## src/rtl/lpr_pkg.sv

```systemverilog
package lpr_pkg;

	localparam int TABLE_ENTRIES = 1024;
	localparam int KEY_BITS      = 64;
	localparam int IDX_W         = $clog2(TABLE_ENTRIES);
	localparam int LEN_W         = 7;
	localparam int HOP_W         = 64;
	localparam int EN_IDX_W      = $clog2(KEY_BITS);

	localparam logic [LEN_W-1:0] MAX_LEN = LEN_W'(KEY_BITS);

	typedef enum logic {
		OP_INSERT = 1'b0,
		OP_LOOKUP = 1'b1
	} op_t;

	typedef enum logic [1:0] {
		STAT_OK     = 2'd0,
		STAT_FULL   = 2'd1,
		STAT_LEN_OFF = 2'd2
	} status_t;

	typedef enum logic [1:0] {
		CMD_LOOKUP,
		CMD_INSERT,
		CMD_DEFAULT,
		CMD_REJECT
	} cmd_kind_t;

	typedef struct packed {
		cmd_kind_t           kind;
		logic [KEY_BITS-1:0] key;
		logic [LEN_W-1:0]    len;
		logic [HOP_W-1:0]    hop_hi;
		logic [HOP_W-1:0]    hop_lo;
	} cmd_t;

	typedef struct packed {
		logic                valid;
		logic [LEN_W-1:0]    len;
		logic [KEY_BITS-1:0] key;
		logic [HOP_W-1:0]    hop_hi;
		logic [HOP_W-1:0]    hop_lo;
	} entry_t;

	typedef struct packed {
		logic clearing;
	} back_stat_t;

	typedef enum logic [2:0] {
		ST_CLEAR,
		ST_IDLE,
		ST_LEN,
		ST_RD,
		ST_CMP
	} back_state_t;

	// keep the top len bits of a key
	function automatic logic [KEY_BITS-1:0] len_mask(input logic [LEN_W-1:0] len);
		logic [KEY_BITS-1:0] m;
		m = ~({KEY_BITS{1'b1}} >> len);
		return m;
	endfunction

	// fold key and length into a table slot
	function automatic logic [IDX_W-1:0] slot_hash(input logic [KEY_BITS-1:0] key,
		input logic [LEN_W-1:0] len);
		logic [IDX_W-1:0] h;
		h = '0;
		for (int i = 0; i < KEY_BITS; i++) begin
			h[i % IDX_W] = h[i % IDX_W] ^ key[i];
		end
		for (int j = 0; j < LEN_W; j++) begin
			h[(j * 3 + 1) % IDX_W] = h[(j * 3 + 1) % IDX_W] ^ len[j];
		end
		return h;
	endfunction

endpackage

```

## src/rtl/lpr_in_if.sv

```systemverilog
interface lpr_in_if;
	logic                            valid;
	logic                            ready;
	logic                            op;
	logic [lpr_pkg::KEY_BITS-1:0]    addr_key;
	logic [lpr_pkg::LEN_W-1:0]       prefix_len;
	logic [lpr_pkg::HOP_W-1:0]       hop_in_hi;
	logic [lpr_pkg::HOP_W-1:0]       hop_in_lo;

	modport source (output valid, op, addr_key, prefix_len, hop_in_hi, hop_in_lo,
		input ready);
	modport sink (input valid, op, addr_key, prefix_len, hop_in_hi, hop_in_lo,
		output ready);
endinterface

```

## src/rtl/lpr_front.sv

```systemverilog
module lpr_front (
	lpr_in_if.sink                       in_ch,
	input  logic [lpr_pkg::KEY_BITS-1:0] enabled_lengths,
	input  logic                         fifo_full,
	input  lpr_pkg::back_stat_t          stat,
	output logic                         push,
	output lpr_pkg::cmd_t                cmd
);

	logic [lpr_pkg::LEN_W-1:0] len_gap;

	// accept while the queue has room and the table is cleared
	assign in_ch.ready = !fifo_full && !stat.clearing;
	assign push        = in_ch.valid && in_ch.ready;
	assign len_gap     = lpr_pkg::MAX_LEN - in_ch.prefix_len;

	// classify the transaction
	always_comb begin
		cmd.key    = in_ch.addr_key;
		cmd.len    = in_ch.prefix_len;
		cmd.hop_hi = in_ch.hop_in_hi;
		cmd.hop_lo = in_ch.hop_in_lo;
		if (in_ch.op == lpr_pkg::OP_LOOKUP) begin
			cmd.kind = lpr_pkg::CMD_LOOKUP;
		end else if (in_ch.prefix_len == '0) begin
			cmd.kind = lpr_pkg::CMD_DEFAULT;
		end else if (in_ch.prefix_len > lpr_pkg::MAX_LEN ||
				!enabled_lengths[len_gap[lpr_pkg::EN_IDX_W-1:0]]) begin
			cmd.kind = lpr_pkg::CMD_REJECT;
		end else begin
			cmd.kind = lpr_pkg::CMD_INSERT;
			cmd.key  = in_ch.addr_key & lpr_pkg::len_mask(in_ch.prefix_len);
		end
	end

endmodule

```

## src/flat_wrapper.sv

```systemverilog
// flat-port wrapper written by rule: the top's interface ports become plain ports
module lpr_front_flat 
  (enabled_lengths, fifo_full, stat, push, cmd, in_ch_valid, in_ch_op, in_ch_addr_key, in_ch_prefix_len, in_ch_hop_in_hi, in_ch_hop_in_lo, in_ch_ready);
  lpr_in_if in_ch_i ();
  input  logic [lpr_pkg::KEY_BITS-1:0] enabled_lengths;
  input  logic fifo_full;
  input  lpr_pkg::back_stat_t stat;
  output logic push;
  output lpr_pkg::cmd_t cmd;
  input wire logic [$bits(in_ch_i.valid)-1:0] in_ch_valid;
  input wire logic [$bits(in_ch_i.op)-1:0] in_ch_op;
  input wire logic [$bits(in_ch_i.addr_key)-1:0] in_ch_addr_key;
  input wire logic [$bits(in_ch_i.prefix_len)-1:0] in_ch_prefix_len;
  input wire logic [$bits(in_ch_i.hop_in_hi)-1:0] in_ch_hop_in_hi;
  input wire logic [$bits(in_ch_i.hop_in_lo)-1:0] in_ch_hop_in_lo;
  output wire logic [$bits(in_ch_i.ready)-1:0] in_ch_ready;
  assign in_ch_i.valid = in_ch_valid;
  assign in_ch_i.op = in_ch_op;
  assign in_ch_i.addr_key = in_ch_addr_key;
  assign in_ch_i.prefix_len = in_ch_prefix_len;
  assign in_ch_i.hop_in_hi = in_ch_hop_in_hi;
  assign in_ch_i.hop_in_lo = in_ch_hop_in_lo;
  assign in_ch_ready = in_ch_i.ready;
  lpr_front u_core (.in_ch(in_ch_i), .enabled_lengths(enabled_lengths), .fifo_full(fifo_full), .stat(stat), .push(push), .cmd(cmd));
endmodule
```

## config.mk

```make
export PLATFORM = sky130hd
export DESIGN_NAME = lpr_front_flat
export DESIGN_NICKNAME = d
export VERILOG_FILES = /design/src/rtl/lpr_pkg.sv /design/src/rtl/lpr_in_if.sv /design/src/rtl/lpr_front.sv /design/src/flat_wrapper.sv
export SDC_FILE = /design/constraint.sdc
export NUM_CORES = 1
export LEC_CHECK = 0
export BUFFER_PORTS_ARGS = -buffer_cell sky130_fd_sc_hd__buf_2
export CORE_AREA = 3 3 183 185
export DETAILED_ROUTE_END_ITERATION = 10
export DIE_AREA = 0 0 186 188
export GPL_TIMING_DRIVEN = 0
export PLACE_DENSITY = 0.33
export SKIP_LAST_GASP = 1
export SYNTH_ARGS = -nofsm -noshare
export SYNTH_HDL_FRONTEND = slang
export SYNTH_SLANG_ARGS = --single-unit
export TNS_END_PERCENT = 100
```

## constraint.sdc

```tcl
create_clock -name vclk -period 4.77
set_input_delay 0.7155 -clock vclk [all_inputs]
set_output_delay 0.7155 -clock vclk [all_outputs]
set_load 0.005 [all_outputs]
```

==> out/metrics.yaml <==
status: "finished clean"
synth.top_cell.area_share_pct: 34.9
first_pass_iters: 4
drc: 0
crit_buf_inv: 8
worstSetupPathType: "in -> out"
nNetsFinal: 1040
layout_common_cells: "buf_2 (343), buf_4 (139), o21a_1 (38), nand2_1 (33), o31a_1 (24)"
final_cells: 1174
critical_path_required_ps: 4050
final_common_cell: "buf_2"
drv_cap: 0
dieArea_um2: 35000
drive_above_1_share_pct: 67.2
grt-ovfl-total: 0
place.port_buffers: 341
holdCritPathClass: "in -> out"
die_w_um: 186
first_global_vias: 4366
seq_cells: 0
drv_slew: 0
ios: 470
wl_mm: 20.9
synthCells: 422
cpLargestDelayFamily: "buffers and inverters"
yosys_warnings: 0
rows: 66
grt_max_degree: 11
dp.cells: 1171
max_freq_mhz: 219
min_period_ps: 4560
n_clock_buffer: 0
min_period_over_period_pct: 95.5
yosysTopAreaCell: "buf_4"
hold_violations: 0
critPathArrivalTime_ps: 3840
initialDrtViolationCount: 65
cp_slowest_cell: "o41a_1"
core_um2: 32200
avgSynthCellArea_um2: 6.98
ant_nets: 0
cpMostUsedCell: "buf_6"
grt_pass1_wl_mm: 27.6
syn_area_um2: 2950
hold_buffers: 0
slowest_delay_ps: 360
wl_per_cell_um: 17.8
start_util_pct: 9.15
synth.area.top_cells: "buf_4 (35%), o21a_1 (9.7%), mux2i_1 (7.1%)"
syn_nets: 695
finalSetupViolations: 0
seqCellArea_um2: 0
fill_cells: 3704
path_cells: "buf_2, buf_6, buf_6, inv_1, ha_4, inv_1, ha_4, nor2b_2, a22o_1, a221oi_2, o21ai_1, nor4b_2, a21oi_2, buf_4, buf_6, o41a_1, buf_2"
cp-end-kind: "output pin"
via_per_inst: 3.55
slew_headroom_pct: 51.7
place_hpwl_mm: 18.3
track_usage_pct: 10.7
antenna_found_initial: 2
rsz0062_at_grt: "no"
worst_pin_slew_ps: 724
num_vias: 4169
ys_seq_area_share_pct: 0
synth_cell_types: 48
area_growth_pct: 79.3
cp_max_fo: 10
postLayoutCoreUtil_pct: 16.4
cp-start-kind: "input port"
gp_congestion: 0.723
die_h_um: 188
Yosys cell counts, types with 2 or more instances:
library cell	count
a22oi_1	6
mux2_2	4
clkbuf_1	12
o21a_1	38
and3_1	3
mux4_2	4
o31a_1	24
nor2_1	23
a211oi_1	3
buf_4	137
a221oi_1	2
mux2i_1	21
nor2b_1	4
and2_1	4
nor3_1	4
nand3b_1	2
a22o_1	3
nand2_1	33
xnor2_1	3
nor3b_1	2
nand3_1	3
a21oi_1	17
o21ai_0	20
o22ai_1	2
ha_1	6
buf_1	2
o32ai_1	2
inv_1	9
buf_2	10
area by class of cell:
class	count	area, um2	area share (%)
antenna	1	2.50	0.0474
multi-input combinational	251	1820	34.5
inverter	9	33.8	0.640
tap	408	510	9.67
buffer	162	1190	22.6
timing repair buffer	343	1720	32.6
metal layers:
metal,global-route usage [%],routed length [um],vias up
met3,1.01,1380,4
li1,-,-,2036
met1,12.1,7800,1873
met5,0,21,-
met2,22.5,11700,252
met4,0,10,4
cell families (layout without fill, tap and decap cells):
| family | Yosys count | in the layout | share of synthesized area, % |
|---|---|---|---|
| buffers and inverters | 171 | 514 | 39.9 |
| AO/OA/AOI/OAI | 124 | 124 | 30.1 |
| AND/OR/NAND/NOR | 88 | 88 | 14.5 |
| multiplexers | 29 | 29 | 11.7 |
| adder cells (fa/ha/maj) | 6 | 6 | 2.55 |
| XOR/XNOR | 4 | 4 | 1.19 |
| other | 0 | 1 | 0 |
per-stage QoR:
stage               area (um2)  worst slack (ps)  setup TNS (ps)  hold WS (ps)
floorplan                 2950               720               0          1460
global placement          5160              -585          -31310          1600
detailed placement        5160              -579          -32200          1600
CTS                       5250              6.78               0          1600
global route              5280              16.0               0          1600
finish                    5280               213               0          1600
timing repair:
item	CTS	global route
endpoints found under the setup margin	65	65
resized for setup	22	7
buffers inserted	2	0
pin swaps	2	0
worst paths after layout:
kind / start / end / cells past startpoint
setup / recovery: in_ch_prefix_len[0] / cmd[194] / 17
hold / removal: in_ch_hop_in_lo[19] / cmd[19] / 2
