==> src/rtl/lpr_pkg.sv <==
package lpr_pkg;

	localparam int TABLE_ENTRIES = 1024;
	localparam int KEY_BITS      = 64;
	localparam int IDX_W         = $clog2(TABLE_ENTRIES);
	localparam int LEN_W         = 7;
	localparam int HOP_W         = 64;
	localparam int EN_IDX_W      = $clog2(KEY_BITS);

	localparam logic [LEN_W-1:0] MAX_LEN = LEN_W'(KEY_BITS);

	typedef enum logic {
		OP_INSERT = 1'b0,
		OP_LOOKUP = 1'b1
	} op_t;

	typedef enum logic [1:0] {
		STAT_OK     = 2'd0,
		STAT_FULL   = 2'd1,
		STAT_LEN_OFF = 2'd2
	} status_t;

	typedef enum logic [1:0] {
		CMD_LOOKUP,
		CMD_INSERT,
		CMD_DEFAULT,
		CMD_REJECT
	} cmd_kind_t;

	typedef struct packed {
		cmd_kind_t           kind;
		logic [KEY_BITS-1:0] key;
		logic [LEN_W-1:0]    len;
		logic [HOP_W-1:0]    hop_hi;
		logic [HOP_W-1:0]    hop_lo;
	} cmd_t;

	typedef struct packed {
		logic                valid;
		logic [LEN_W-1:0]    len;
		logic [KEY_BITS-1:0] key;
		logic [HOP_W-1:0]    hop_hi;
		logic [HOP_W-1:0]    hop_lo;
	} entry_t;

	typedef struct packed {
		logic clearing;
	} back_stat_t;

	typedef enum logic [2:0] {
		ST_CLEAR,
		ST_IDLE,
		ST_LEN,
		ST_RD,
		ST_CMP
	} back_state_t;

	// keep the top len bits of a key
	function automatic logic [KEY_BITS-1:0] len_mask(input logic [LEN_W-1:0] len);
		logic [KEY_BITS-1:0] m;
		m = ~({KEY_BITS{1'b1}} >> len);
		return m;
	endfunction

	// fold key and length into a table slot
	function automatic logic [IDX_W-1:0] slot_hash(input logic [KEY_BITS-1:0] key,
		input logic [LEN_W-1:0] len);
		logic [IDX_W-1:0] h;
		h = '0;
		for (int i = 0; i < KEY_BITS; i++) begin
			h[i % IDX_W] = h[i % IDX_W] ^ key[i];
		end
		for (int j = 0; j < LEN_W; j++) begin
			h[(j * 3 + 1) % IDX_W] = h[(j * 3 + 1) % IDX_W] ^ len[j];
		end
		return h;
	endfunction

endpackage

==> src/rtl/lpr_fifo.sv <==
module lpr_fifo (
	input  logic          clk,
	input  logic          arst_n,
	input  logic          push,
	input  lpr_pkg::cmd_t push_cmd,
	input  logic          pop,
	output logic          full,
	output logic          not_empty,
	output lpr_pkg::cmd_t head
);

	lpr_pkg::cmd_t slot_q [2];
	logic          wr_ptr_q;
	logic          rd_ptr_q;
	logic [1:0]    count_q;

	assign full      = count_q == 2'd2;
	assign not_empty = count_q != 2'd0;
	assign head      = slot_q[rd_ptr_q];

	// storage
	always_ff @(posedge clk) begin
		if (push) begin
			slot_q[wr_ptr_q] <= push_cmd;
		end
	end

	// pointers and fill level
	always_ff @(posedge clk or negedge arst_n) begin
		if (!arst_n) begin
			wr_ptr_q <= 1'b0;
			rd_ptr_q <= 1'b0;
			count_q  <= 2'd0;
		end else begin
			if (push) begin
				wr_ptr_q <= !wr_ptr_q;
			end
			if (pop) begin
				rd_ptr_q <= !rd_ptr_q;
			end
			count_q <= count_q + 2'(push) - 2'(pop);
		end
	end

endmodule

==> config.mk <==
export PLATFORM = sky130hd
export DESIGN_NAME = lpr_fifo
export DESIGN_NICKNAME = d
export VERILOG_FILES = /design/src/rtl/lpr_pkg.sv /design/src/rtl/lpr_fifo.sv
export SDC_FILE = /design/constraint.sdc
export NUM_CORES = 1
export LEC_CHECK = 0
export ABC_AREA = 1
export BUFFER_PORTS_ARGS = -buffer_cell sky130_fd_sc_hd__buf_2
export CELL_PAD_IN_SITES_DETAIL_PLACEMENT = 1
export CELL_PAD_IN_SITES_GLOBAL_PLACEMENT = 1
export CORE_ASPECT_RATIO = 1.25
export CORE_UTILIZATION = 43
export DETAILED_ROUTE_END_ITERATION = 8
export PLACE_DENSITY = 0.77
export SYNTH_ARGS = -nofsm -noshare
export SYNTH_HDL_FRONTEND = slang
export SYNTH_SLANG_ARGS = --single-unit
==> constraint.sdc <==
create_clock -name clk -period 12.3 [get_ports clk]
set_clock_uncertainty 0.2 [all_clocks]
set_input_delay 0.615 -clock clk [delete_from_list [all_inputs] [get_ports clk]]
set_output_delay 0.615 -clock clk [all_outputs]
set_load 0.005 [all_outputs]
==> flow_metrics.py, run 1 <==
metrics = {
    "final_layout": {
        "fillCellCount": 3732,
        "drive_above_1_share_pct": 42.3,
        "area_growth_syn_to_layout_pct": 23.3,
        "seq_area_sq_um": 12200,
        "final_nets": 1695,
        "multi_input_area_sq_um": 2460,
        "fin_util_pct": 53.9,
    },
    "worst_setup_path": {
        "worstSetupEndpoint": "head[1]",
        "crit_start": "rd_ptr_q",
        "cp-end-kind": "primary output",
        "cp_slowest_cell": "dfrtp_4",
        "arrival_ps": 4070,
        "cp_num_buf_inv": 3,
        "critical_path_class": "register to primary output",
        "cp.required_ps": 11480,
        "path_depth": 4,
        "crit_family": "buffers and inverters",
        "cpMostUsedCell": "buf_4",
        "worstReg2RegEnd": "slot_q[1][164]",
        "slowest_delay_ps": 1140,
        "reg2reg_from": "wr_ptr_q",
        "critPathMaxFanout": 94,
        "start_kind": "register",
        "rrSetupSlack_ps": 9390,
        "path_cells": "buf_4, buf_4, o21ai_0, buf_2",
        "r2r_cells": 3,
    },
    "sta": {
        "max_freq_mhz": 205,
        "period_minus_slack_ps": 4890,
        "slew_headroom_pct": 26.6,
        "setup_violations": 0,
        "fin_setup_tns_ps": 0,
        "hold_viol_final": 0,
        "worst_slew_pin_slew_ps": 1100,
        "setup_ws_ps": 7410,
        "rsz0062_at_grt": "false",
        "period_share_pct": 39.8,
        "whs_ps": 65.0,
        "slew_viol_final": 0,
    },
    "global_route": {
        "grt-ovfl-total": 0,
        "grt_pass1_vias": 10100,
        "grt_max_degree": 171,
        "grt_pass1_wl_um": 57000,
        "track_usage_pct": 19.9,
        "antenna_found_initial": 16,
    },
    "synth": {
        "ys_warn_count": 0,
        "ys.flop_type": "edfxtp_1",
        "ys_types": 16,
        "synth-adder-area-share_pct": 0.158,
        "synth.area.top_cells": "edfxtp_1, o21ai_2, inv_1",
        "yosys.cell_count.top_type": "edfxtp_1",
        "synth.avg_cell_area_sq_um": 14.8,
        "syn_inst": 1075,
        "synth-seq-cells": 406,
        "synth_xor_area_share_pct": 0.110,
        "async_flop_share_pct": 0.985,
        "synth_compound_area_share_pct": 10.2,
        "synth_top_area_cell": "edfxtp_1",
        "synthSimpleGateAreaFrac_pct": 5.00,
        "muxShareOfSynthArea_pct": 0,
        "synth_area_sq_um": 15900,
        "syn_nets": 1282,
        "synth_top_family_by_area": "compound AO/OA/AOI/OAI gates",
        "synth_top_area_share_pct": 76.0,
        "seq_area_frac_synth_pct": 76.6,
        "synth_edf_count": 402,
        "netlist_top_cells_count": "edfxtp_1, inv_1, nand2_1",
    },
    "die": {
        "rows": 78,
        "initial_core_util_pct": 43.7,
        "die_area_sq_um": 37700,
        "coreArea_sq_um": 36300,
        "die_h_um": 217,
        "die_x_um": 174,
        "ios": 408,
    },
    "drt": {
        "vias": 9533,
        "viasPerCell": 4.75,
        "ant_nets": 0,
        "drt_wl_total_um": 37900,
        "wl_per_cell_um": 18.9,
        "firstDrtPassIters": 5,
        "first_iter_violations": 575,
        "drc": 0,
    },
    "placement": {
        "port_buffers": 407,
        "place_congestion": 0.787,
        "dp_slack_ps": 7930,
        "hpwl_um": 25000,
    },
    "cts": {
        "cts_tree": "built",
        "holdBufCountCts": 1,
        "cts_buffers": 42,
        "htreeDepth": 2,
        "clock_path_buffers": 3,
        "root_buffer": "clkbuf_16",
        "clock_sinks": 406,
        "path_clk_slew_ps": 60,
        "clk_latency_ps": 540,
        "cts_setup_buffers": 0,
        "cts-resized-gates": 0,
    },
    "run_status": {
        "status": "finished, final reports clean",
    },
    "hold_path": {
        "hold_path_class": "input port to register",
        "hold_depth": 1,
    },
    "power_and_ir_drop": {
        "peakVddDrop_mv": 0.190,
        "p_total_mw": 4.58,
        "p_per_area_nw_per_um2": 234,
        "p_leak_nw": 8.29,
    },
    "job": {
        "maxCapViolations": 0,
    },
}
## metal layers
layer	wire, um	vias to the layer above	track usage, %
met5	80	-	0
met4	1220	12	7.69
met3	3200	84	6.83
met2	19800	355	36.0
met1	13600	4556	21.2
li1	-	4526	-
## flip-flops by register name, summed over array words and instances (netlist names)
signal and cells:
slot_q 402, count_q 2, rd_ptr_q 1, wr_ptr_q 1
## cell usage in the layout, fill, tap and decap left out, types with 2 or more instances in the layout
cell type / netlist / final
ha_1: 2 / 2
dfrtp_1: 4 / 3
o21ai_2: 163 / 163
o21ai_1: 9 / 9
diode_2: 0 / 10
clkbuf_16: 0 / 45
o21ai_0: 29 / 29
inv_1: 208 / 207
edfxtp_1: 402 / 402
buf_4: 6 / 5
clkinv_1: 0 / 4
nand2_1: 208 / 208
clkbuf_1: 2 / 5
xor2_1: 2 / 2
buf_2: 0 / 407
clkinv_2: 0 / 8
bufinv_16: 0 / 7
## worst min-delay path by stage
stage	from	slack [ps]	endpoint
after floorplan	arst_n	120	count_q[0]
after global placement	arst_n	240	wr_ptr_q
after detailed placement	arst_n	240	wr_ptr_q
after CTS	push_cmd[89]	30	slot_q[0][89]
after global routing	push_cmd[89]	30	slot_q[0][89]
final	push_cmd[143]	70	slot_q[0][143]
## logic make-up after synthesis
group / after synthesis
AO/OA/AOI/OAI: 201
AND/OR/NAND/NOR: 211
flip-flops: 406
buffers and inverters: 253
XOR/XNOR: 2
adder cells (fa/ha/maj): 2
## area by class of cell
type | count | area share [%]
Multi-Input combinational cell | 416 | 12.6
Clock inverter | 21 | 1.44
Timing Repair Buffer | 414 | 10.7
Tap cell | 480 | 3.07
Clock buffer | 50 | 5.85
Antenna cell | 10 | 0.128
Inverter | 208 | 4.03
Sequential cell | 406 | 62.2
## worst reg2reg max path: stages, from the launching register on
cell and delay, ps:
dfrtp_1 440, nand2_1 170, inv_8 710, buf_4 960
## per-stage QoR
step	area, sq um	cells
5_1_grt	19600	2002
2_1_floorplan	15900	1075
6_report	19600	2005
4_1_cts	19600	1995
3_3_place_gp	18100	1923
3_5_place_dp	18100	1923
## report_power, final
group	leakage, nW	internal, mW	switching, mW
combinational	3.77	0.478	0.830
clock	0.701	0.807	0.508
sequential	3.82	1.84	0.119
(Power assumes the default switching activity.)
==> inputs of run 2 (changes only) <==
--- a/config.mk
+++ b/config.mk
@@ -10,9 +10,9 @@
 export CELL_PAD_IN_SITES_DETAIL_PLACEMENT = 1
 export CELL_PAD_IN_SITES_GLOBAL_PLACEMENT = 1
 export CORE_ASPECT_RATIO = 1.25
-export CORE_UTILIZATION = 43
+export CORE_UTILIZATION = 39
 export DETAILED_ROUTE_END_ITERATION = 8
-export PLACE_DENSITY = 0.77
+export PLACE_DENSITY = 0.73
 export SYNTH_ARGS = -nofsm -noshare
 export SYNTH_HDL_FRONTEND = slang
 export SYNTH_SLANG_ARGS = --single-unit
==> constraint.sdc (replaced) <==
create_clock -name clk -period 4.1 [get_ports clk]
set_clock_uncertainty 0.2 [all_clocks]
set_input_delay 0.205 -clock clk [delete_from_list [all_inputs] [get_ports clk]]
set_output_delay 0.205 -clock clk [all_outputs]
set_load 0.005 [all_outputs]
==> run 2 against run 1 <==
Net effect:
- core utilization about the same
- sequential cell count unchanged
- cell count up 14%
- total power rose to 3.0 times the previous value
- hold slack better by 130 ps
- first-iteration DRC count down 38%
- die area up 10%
- setup slack worse by 6300 ps
- sequential share of layout area down 5.9 points
- critical path depth unchanged
- via count up 11%
- largest cell class unchanged
==> flow_metrics.py, run 2 (synthesis results as in run 1) <==
metrics = {
    "run_status": {
        "status": "finished, final reports clean",
    },
    "global_route": {
        "grt_pass1_vias": 11800,
        "track_usage_pct": 20.7,
        "antenna_found_initial": 6,
        "grt-ovfl-total": 0,
        "grt_pass1_wl_um": 64900,
        "grt_max_degree": 90,
    },
    "cts": {
        "clk_latency_ps": 520,
        "path_clk_slew_ps": 70,
        "clock_sinks": 406,
        "root_buffer": "clkbuf_16",
        "htreeDepth": 2,
        "cts_setup_buffers": 0,
        "cts_buffers": 41,
        "cts_tree": "built",
        "clock_path_buffers": 3,
    },
    "sta": {
        "period_minus_slack_ps": 3030,
        "max_freq_mhz": 330,
        "worst_slew_pin_slew_ps": 975,
        "fin_setup_tns_ps": 0,
        "period_share_pct": 73.9,
        "slew_viol_final": 0,
        "setup_ws_ps": 1070,
        "whs_ps": 197,
        "rsz0062_at_grt": "false",
        "hold_viol_final": 0,
        "setup_violations": 0,
        "slew_headroom_pct": 35.0,
    },
    "drt": {
        "drt_wl_total_um": 44000,
        "viasPerCell": 4.65,
        "drc": 0,
        "firstDrtPassIters": 4,
        "wl_per_cell_um": 19.3,
        "first_iter_violations": 357,
        "vias": 10600,
        "ant_nets": 0,
    },
    "worst_setup_path": {
        "cp-end-kind": "primary output",
        "critical_path_class": "register to primary output",
        "arrival_ps": 2620,
        "start_kind": "register",
        "cp.required_ps": 3690,
        "critPathMaxFanout": 70,
    },
    "placement": {
        "hpwl_um": 25500,
        "port_buffers": 407,
        "dp_slack_ps": 1700,
        "place_congestion": 0.756,
    },
    "power_and_ir_drop": {
        "p_per_area_nw_per_um2": 636,
        "p_leak_nw": 9.11,
        "peakVddDrop_mv": 0.518,
    },
    "die": {
        "die_h_um": 228,
        "coreArea_sq_um": 40100,
        "initial_core_util_pct": 39.6,
        "rows": 82,
        "die_area_sq_um": 41500,
        "die_x_um": 182,
        "ios": 408,
    },
    "final_layout": {
        "drive_above_1_share_pct": 37.0,
        "top_regs": "slot_q: 402 flops, count_q: 2 flops",
        "final_cell_mix": "buf_2, edfxtp_1, nand2_1",
        "final_nets": 1913,
        "top_register": "slot_q",
        "largest_reg_flops": 402,
        "area_growth_syn_to_layout_pct": 36.2,
        "mostFrequentLayoutCell": "buf_2",
    },
    "job": {
        "maxCapViolations": 0,
    },
    "hold_path": {
        "hold_path_class": "input port to register",
    },
}
## run 2: worst max-delay path, cell delays in order (launching register included)
cell     delay, ps
dfrtp_4       1040
buf_4          500
nand2_1        120
o21ai_0        150
buf_2          180
## run 2: layout make-up
cell class	instances	area, sq um
clock inverter	11	97.6
antenna	6	15.0
timing repair buffer	633	4330
multi-input combinational	416	2460
sequential	406	12200
fill	4099	18500
tap	546	683
clock buffer	56	1080
inverter	208	785
## run 2: through the flow
stage / power (mW) / cell area [sq um] / util, % / std cells
after floorplan: 8.54 / 15900 / - / 1075
after global placement: 9.88 / 18400 / 45.8 / 2004
after detailed placement: 10.1 / 18400 / 45.8 / 2004
after CTS: 13.7 / 21600 / 53.9 / 2276
after global routing: 14.5 / 21600 / 53.9 / 2282
final: 13.8 / 21600 / 53.9 / 2282
## run 2: layer usage
layer | global-route usage (%) | wire length, um
met1 | 20.8 | 15300
met2 | 38.8 | 23400
met3 | 5.86 | 3050
met4 | 10.6 | 2270
met5 | 0 | 11
## run 2: worst paths after layout
check	start	to	slack, ps	depth (start not counted)
worst max-delay path	rd_ptr_q	head[8]	1070	4
worst min register to register	wr_ptr_q	wr_ptr_q	380	1
worst max register to register	wr_ptr_q	slot_q[1][2]	1740	3
worst min-delay path	push_cmd[157]	slot_q[0][157]	200	2
min in group asynchronous	arst_n	count_q[0]	400	3
max in group asynchronous	arst_n	rd_ptr_q	3070	3
## run 2: power breakdown
| group | total [mW] | switching, mW | leakage, nW | internal (mW) |
|---|---|---|---|---|
| clock | 3.49 | 1.53 | 0.572 | 1.96 |
| combinational | 4.39 | 2.70 | 4.71 | 1.69 |
| sequential | 5.87 | 0.366 | 3.82 | 5.51 |
## run 2: timing repair
action / 4_1_cts / 5_1_grt
hold buffers: 205 / 0
endpoints found under the hold margin: 410 / 0
resized for setup: 0 / 0
==> inputs of run 3 (changes only) <==
--- a/config.mk
+++ b/config.mk
@@ -10,9 +10,9 @@
 export CELL_PAD_IN_SITES_DETAIL_PLACEMENT = 1
 export CELL_PAD_IN_SITES_GLOBAL_PLACEMENT = 1
 export CORE_ASPECT_RATIO = 1.25
-export CORE_UTILIZATION = 39
+export CORE_UTILIZATION = 43
 export DETAILED_ROUTE_END_ITERATION = 8
-export PLACE_DENSITY = 0.73
+export PLACE_DENSITY = 0.77
 export SYNTH_ARGS = -nofsm -noshare
 export SYNTH_HDL_FRONTEND = slang
 export SYNTH_SLANG_ARGS = --single-unit
==> constraint.sdc (replaced) <==
create_clock -name clk -period 3.17 [get_ports clk]
set_clock_uncertainty 0.2 [all_clocks]
set_input_delay 0.1585 -clock clk [delete_from_list [all_inputs] [get_ports clk]]
set_output_delay 0.1585 -clock clk [all_outputs]
set_load 0.005 [all_outputs]
==> run 3 against run 2 <==
Net effect:
- combinational power grew 33%
- critical path depth unchanged
- global-route usage grew 3.2 points
- cell count fell by 2.6%
- count of clock-buffer cells in the layout down 7
- sequential power grew 29%
- first-iteration DRC count rose by 68%
- register-to-register slack worse by 620 ps
- die area is 9.2% lower
- critical path type unchanged
==> flow_metrics.py, run 3 (synthesis results as in run 1) <==
metrics = {
    "run_status": {
        "status": "finished, final reports clean",
    },
    "die": {
        "die_x_um": 174,
        "coreArea_sq_um": 36300,
        "die_h_um": 217,
        "ios": 408,
        "rows": 78,
        "initial_core_util_pct": 43.7,
        "die_area_sq_um": 37700,
    },
    "sta": {
        "period_minus_slack_ps": 2800,
        "slew_viol_final": 0,
        "setup_ws_ps": 369,
        "max_freq_mhz": 357,
        "worst_slew_pin_slew_ps": 887,
        "period_share_pct": 88.4,
        "setup_violations": 0,
        "slew_headroom_pct": 40.9,
        "whs_ps": 138,
        "rsz0062_at_grt": "false",
        "hold_viol_final": 0,
        "fin_setup_tns_ps": 0,
    },
    "final_layout": {
        "top_regs": "slot_q: 402 flops, count_q: 2 flops",
        "fillCellCount": 3639,
        "largest_reg_flops": 402,
        "final_cell_mix": "buf_2, edfxtp_1, inv_1, nand2_1, dlygate4sd3_1",
        "fin_util_pct": 59.8,
        "mostFrequentLayoutCell": "buf_2",
        "area_growth_syn_to_layout_pct": 36.7,
        "multi_input_area_sq_um": 2460,
        "seq_area_sq_um": 12200,
        "fin_cells": 2222,
        "top_register": "slot_q",
        "final_nets": 1917,
        "drive_above_1_share_pct": 38.0,
        "post-route-cell-area_sq_um": 21700,
    },
    "cts": {
        "cts_buffers": 40,
        "clock_sinks": 406,
        "cts_setup_buffers": 0,
        "root_buffer": "clkbuf_16",
        "holdBufCountCts": 205,
        "cts-resized-gates": 0,
        "cts_tree": "built",
        "clk_latency_ps": 530,
        "path_clk_slew_ps": 60,
        "htreeDepth": 2,
        "clock_path_buffers": 3,
    },
    "worst_setup_path": {
        "cp_num_buf_inv": 2,
        "cp.required_ps": 2810,
        "path_cells": "buf_12, nand2_1, o21ai_0, buf_2",
        "slowest_delay_ps": 1000,
        "start_kind": "register",
        "cp-end-kind": "primary output",
        "critical_path_class": "register to primary output",
        "crit_family": "flip-flops",
        "cp_slowest_cell": "dfrtp_4",
        "arrival_ps": 2440,
        "critPathMaxFanout": 75,
    },
    "placement": {
        "hpwl_um": 26000,
        "placed_area_sq_um": 18400,
        "dp_cells": 1943,
        "dp_slack_ps": 991,
        "place_congestion": 0.780,
        "port_buffers": 407,
    },
    "drt": {
        "vias": 10800,
        "drc": 0,
        "firstDrtPassIters": 4,
        "first_iter_violations": 600,
        "ant_nets": 0,
        "wl_per_cell_um": 20.4,
        "drt_wl_total_um": 45200,
        "viasPerCell": 4.87,
    },
    "global_route": {
        "grt_pass1_vias": 12100,
        "antenna_found_initial": 1,
        "grt_max_degree": 76,
        "track_usage_pct": 23.9,
        "grt_pass1_wl_um": 68200,
        "grt-ovfl-total": 0,
    },
    "power_and_ir_drop": {
        "p_per_area_nw_per_um2": 834,
        "p_total_mw": 18.1,
        "peakVddDrop_mv": 0.651,
        "p_leak_nw": 9.20,
    },
    "job": {
        "maxCapViolations": 0,
    },
    "hold_path": {
        "hold_path_class": "input port to register",
    },
}
## run 3: cell count changes in the layout (fill, tap and decap cells not counted), moves of 3 or more
cell / before / now
clkbuf_1: 15 / 8
clkinv_1: 6 / 3
diode_2: 6 / 2
buf_12: 7 / 11
clkinv_2: 3 / 11
## run 3: path summary, 6_finish.rpt
check / depth (start not counted) / slack, ps / startpoint / to
max: 4 / 370 / rd_ptr_q / head[191]
min: 2 / 140 / push_cmd[175] / slot_q[1][175]
max reg2reg: 3 / 1120 / wr_ptr_q / slot_q[1][101]
min reg2reg: 1 / 370 / wr_ptr_q / wr_ptr_q
max in group asynchronous: 3 / 2230 / arst_n / rd_ptr_q
min in group asynchronous: 3 / 340 / arst_n / rd_ptr_q
## run 3: power by group
group	total (mW)	switching, mW	leakage, nW	internal [mW]
clock network	4.68	2.04	0.624	2.64
registers	7.59	0.468	3.82	7.12
logic	5.84	3.57	4.76	2.27
total	18.1	6.08	9.20	12.0
## run 3: layout make-up
class	instances	share of cell area, %
Antenna cell	2	0.0230
Clock buffer	49	4.86
Clock inverter	23	0.962
Inverter	208	3.61
Multi-Input combinational cell	416	11.3
Sequential cell	406	56.1
Tap cell	480	2.77
Timing Repair Buffer	638	20.4
## run 3: layer usage
layer	vias up	part of all wire [%]	GRT usage (%)
met3	119	6.4	5.90
li1	4953	-	-
met5	-	0	0
met2	431	55	45.5
met1	5323	35	24.4
met4	0	4.4	10.5
